`src/hw/rtl/assert_macros.svh`:
```
// Assertion helpers shared by the RTL.
`ifndef ASSERT_MACROS_SVH
`define ASSERT_MACROS_SVH
`ifndef ASSERT_OFF
`define ASSERT_CLK(label, clk, rst, prop) \
  label: assert property (@(posedge clk) disable iff (rst) prop) \
    else $error("%m: check failed");
`define ASSERT_NORST(label, clk, prop) \
  label: assert property (@(posedge clk) prop) else $error("%m: check failed");
`else
`define ASSERT_CLK(label, clk, rst, prop)
`define ASSERT_NORST(label, clk, prop)
`endif
`endif

```
`src/hw/rtl/mlet_pkg.sv`:
```
`timescale 1ns / 1ps
package mlet_pkg;
  localparam int SLOPE_W = 32;
  localparam int ICPT_W  = 62;
  localparam int VAL_W   = 64;
  localparam int NODE_POOL_DEF = 4096;
  localparam int X_BITS_DEF    = 32;
  localparam logic signed [VAL_W-1:0] EMPTY_VALUE = -64'sd1000000000000000000;

  localparam logic ACT_INSERT = 1'b0;
  localparam logic ACT_QUERY  = 1'b1;
  localparam logic [1:0] REG_DOMAIN_LOW  = 2'd0;
  localparam logic [1:0] REG_DOMAIN_HIGH = 2'd1;

  typedef enum logic [1:0] {
    ST_OK    = 2'd0,
    ST_POOL  = 2'd1,
    ST_RANGE = 2'd2
  } status_t;
endpackage

```
`src/hw/rtl/mlet_eval.sv`:
```
`timescale 1ns / 1ps
// y = s*x + b; the product and the intercept are registered, then their sum is registered into y.
module mlet_eval #(
  parameter int X_BITS = mlet_pkg::X_BITS_DEF
) (
  input  logic                                  clk,
  input  logic signed [mlet_pkg::SLOPE_W-1:0]   s,
  input  logic signed [X_BITS-1:0]              x,
  input  logic signed [mlet_pkg::ICPT_W-1:0]    b,
  output logic signed [mlet_pkg::VAL_W-1:0]     y
);
  import mlet_pkg::*;

  logic signed [SLOPE_W-1:0] x_ext;
  logic signed [VAL_W-1:0]   prod_full;
  logic signed [VAL_W-1:0]   prod;
  logic signed [ICPT_W-1:0]  b_q;

  assign x_ext = SLOPE_W'(x);
  assign prod_full = s * x_ext;

  always_ff @(posedge clk) begin
    prod <= prod_full;
    b_q  <= b;
    y    <= prod + VAL_W'(b_q);
  end
endmodule

```
`config.mk`:
```
export PLATFORM = sky130hd
export DESIGN_NAME = mlet_eval
export DESIGN_NICKNAME = d
export VERILOG_FILES = /design/src/hw/rtl/assert_macros.svh /design/src/hw/rtl/mlet_pkg.sv /design/src/hw/rtl/mlet_eval.sv
export SDC_FILE = /design/constraint.sdc
export NUM_CORES = 2
export LEC_CHECK = 0
export BUFFER_PORTS_ARGS = -buffer_cell sky130_fd_sc_hd__buf_2
export CAP_MARGIN = 0
export CORE_ASPECT_RATIO = 1.5
export CORE_MARGIN = 2
export CORE_UTILIZATION = 40
export DETAILED_ROUTE_END_ITERATION = 10
export HOLD_SLACK_MARGIN = 0.1
export PLACE_DENSITY = 0.6
export SYNTH_ARGS = -nofsm -noshare
export SYNTH_HDL_FRONTEND = slang
export SYNTH_SLANG_ARGS = --single-unit
```
`constraint.sdc`:
```
create_clock -name clk -period 15.7 [get_ports clk]
set_input_delay 0 -clock clk [delete_from_list [all_inputs] [get_ports clk]]
set_output_delay 0 -clock clk [all_outputs]
set_load 0.005 [all_outputs]
```
==> results.yml <==
grt:
  antenna_found_initial: 9
  grt_pass1_vias: 36200
  grt-ovfl-total: 0
  grt_start_max_net_pins: 33
  track_usage_pct: 23.9
  grt_pass1_wl_mm: 202
clocking:
  clk_latency_ns: 0.45
  cts_max_level: 4
  cts.sinks: 190
  ctsLongestPathBuffers: 2
  tritoncts: "built"
  path_clk_slew_ns: 0.08
  numCtsBuffers: 17
  cts_root_buffer: "clkbuf_16"
  post_cts_buffers: 0
sta:
  finalSetupTns_ns: 0
  clock_skew_ns: 0.0178
  rsz0062_at_grt: "no"
  worst_pin_slew_ns: 1.03
  hold_viol: 0
  fin_crit_ns: 8.20
  slew_headroom_pct: 31.2
  max_freq_mhz: 122
  setup_viol: 0
  min_period_over_period_pct: 52.2
  drv_slew: 0
  fin_ws_ns: 7.50
placement:
  pre_cts_slack_ns: 7.18
  dp_hpwl_mm: 100
  gp_congestion: 0.885
  place_area_um2: 45600
  io_buffer_count: 190
setup_path:
  cp_slowest_cell: "clkinv_1"
  crit_type: "primary input to flop"
  critical_path_peak_fanout: 26
  cpLargestDelayFamily: "adder cells"
  cpMostUsedCell: "fa_1"
  cp.required_ns: 16.04
  worstReg2RegStart: "prod[0]$_DFF_P_"
  startpoint_type: "primary input"
  r2r_slack_ns: 12.07
  path_buf_inv: 2
  crit_arrival_ns: 8.53
  rr_worst_depth: 13
  r2r_end: "y[60]$_DFF_P_"
  crit_chain: "buf_2 -> clkinv_1 -> nor2_1 -> fa_1 -> fa_1 -> fa_1 -> fa_1 -> fa_1 -> fa_1 -> fa_1 -> fa_1 -> ha_1 -> nand2_1 -> or2_1 -> nor3_1 -> nand3_1 -> nor4b_1 -> o21bai_1 -> a31oi_1 -> a221oi_1 -> xnor2_1"
  cpPeakStageDelay_ns: 0.88
  endpoint_kind: "flop"
logic_synthesis:
  avgSynthCellArea_um2: 9.49
  synthXorXnorAreaFrac_pct: 2.61
  synth-seq-cells: 190
  synth_compound_area_share_pct: 6.41
  synth_fa_ha_area_share_pct: 56.7
  synth_simple_gate_area_share_pct: 15.1
  synthMuxAreaShare_pct: 0
  synth_fp_nets: 6063
  syn_inst: 4606
  async_flop_share_pct: 0
  syn_area_um2: 43700
  ys_seq_area_share_pct: 8.70
  synth.distinct_cells: 77
  synth_ff_type: "dfxtp_1"
  synth_top_family_by_area: "adder cells"
  yosysWarnings: 0
  synth_edf_count: 0
floorplanning:
  die_w_um: 274
  die-area_um2: 112000
  start_util_pct: 40.3
  io_pins: 191
  fp.dieH_um: 409
  row_count: 148
  core_area_um2: 109000
routing:
  vias: 31600
  drt_iter0_drc: 1509
  drt_pass1_iterations: 6
  final_antenna_net_count: 0
  wire_per_inst_um: 20.9
  drc: 0
  routed_wl_mm: 127
  avgViaCountPerCell: 5.19
cells_and_area:
  fill_cells: 10800
  area_growth_pct: 7.16
  num-nets-final: 6106
  post-route-cell-area_um2: 46800
  final_cell_mix: "fa_1, inv_1, nand2_1"
  layout-drive-gt1-share_pct: 5.58
  final_common_cell: "fa_1"
hold_path:
  hold_path.class: "primary input to flop"
  hold_path_depth: 3
  min_to: "prod[0]$_DFF_P_"
  min-delay-start: "s[0]"
run_status:
  status: "finished clean"
job:
  cap_violations: 0
==> per-layer routing <==
layer	vias to the layer above	track usage, %	share of wire [%]
li1	13700	-	-
met1	16500	23.7	32
met2	953	45.3	55
met3	427	2.20	3.6
met4	4	17.9	9.5
met5	-	0	0.022
==> worst register-to-register path, cell delays in order, from the launching register on <==
cell,delay (ns)
dfxtp_1,0.32
ha_1,0.21
inv_1,0.07
fa_1,0.41
nor2b_1,0.19
o31a_1,0.27
o211ai_1,0.25
a2111oi_2,0.59
o21a_1,0.28
nand3_1,0.16
a31oi_2,0.30
a221oi_2,0.14
o21ai_1,0.20
xor2_1,0.17
==> logic make-up after synthesis <==
group           count (synthesis)
compound gates                424
xor+xnor                      130
fa+ha+maj                    1330
buf+inv                      1215
flops                         190
simple gates                 1317
==> what timing repair did <==
action / 4_1_cts / 5_1_grt
resized for setup: 0 / 0
hold buffers: 62 / 0
hold endpoints to repair: 62 / 0
==> final cells by class <==
cell class / instances / area (µm²) / share of cell area [%]
antenna: 3 / 7.51 / 0.0160
clock buffer: 18 / 429 / 0.917
clock inverter: 14 / 176 / 0.377
inverter: 978 / 3670 / 7.84
multi-input combinational: 3201 / 35300 / 75.4
sequential: 190 / 3800 / 8.12
tap: 1425 / 1780 / 3.81
timing repair buffer: 261 / 1640 / 3.50
==> per-stage QoR <==
stage / std cells / utilization, % / hold WS (ns)
6_report: 6090 / 43.2 / 0.158
5_1_grt: 6087 / 43.1 / 0.146
4_1_cts: 6087 / 43.1 / 0.145
3_5_place_dp: 5993 / 42.0 / 0.104
3_3_place_gp: 5993 / 42.0 / 0.103
2_1_floorplan: 4606 / - / 0.0277
==> sequential cells by signal (all words and copies together), names as in the netlist <==
| name | count |
|---|---|
| prod | 64 |
| y | 64 |
| b_q | 62 |
==> cells in the mapped netlist (23+ instances only) <==
| cell | n | area share, % |
|---|---|---|
| nor2_1 | 88 | 0.76 |
| xnor2_1 | 83 | 1.7 |
| a21oi_1 | 137 | 1.6 |
| nand4_1 | 27 | 0.39 |
| nand2_1 | 569 | 4.9 |
| inv_1 | 977 | 8.4 |
| clkbuf_1 | 220 | 1.9 |
| xor2_1 | 47 | 0.94 |
| nand3_1 | 23 | 0.26 |
| o21ai_0 | 60 | 0.69 |
| and2_1 | 520 | 7.4 |
| dfxtp_1 | 190 | 8.7 |
| ha_1 | 247 | 7.1 |
| fa_1 | 1083 | 50 |
| a21o_1 | 82 | 1.4 |
==> worst max path at each step <==
stage	from	to	cells after the start
2_1_floorplan	s[31]	prod[63]$_DFF_P_	28
3_3_place_gp	x[8]	prod[60]$_DFF_P_	21
3_5_place_dp	x[5]	prod[58]$_DFF_P_	24
4_1_cts	x[3]	prod[58]$_DFF_P_	21
5_1_grt	x[5]	prod[60]$_DFF_P_	23
6_report	x[31]	prod[60]$_DFF_P_	21
Power is not shown: default switching activity piles up to over one toggle a cycle in this logic, so the estimate is an artifact.
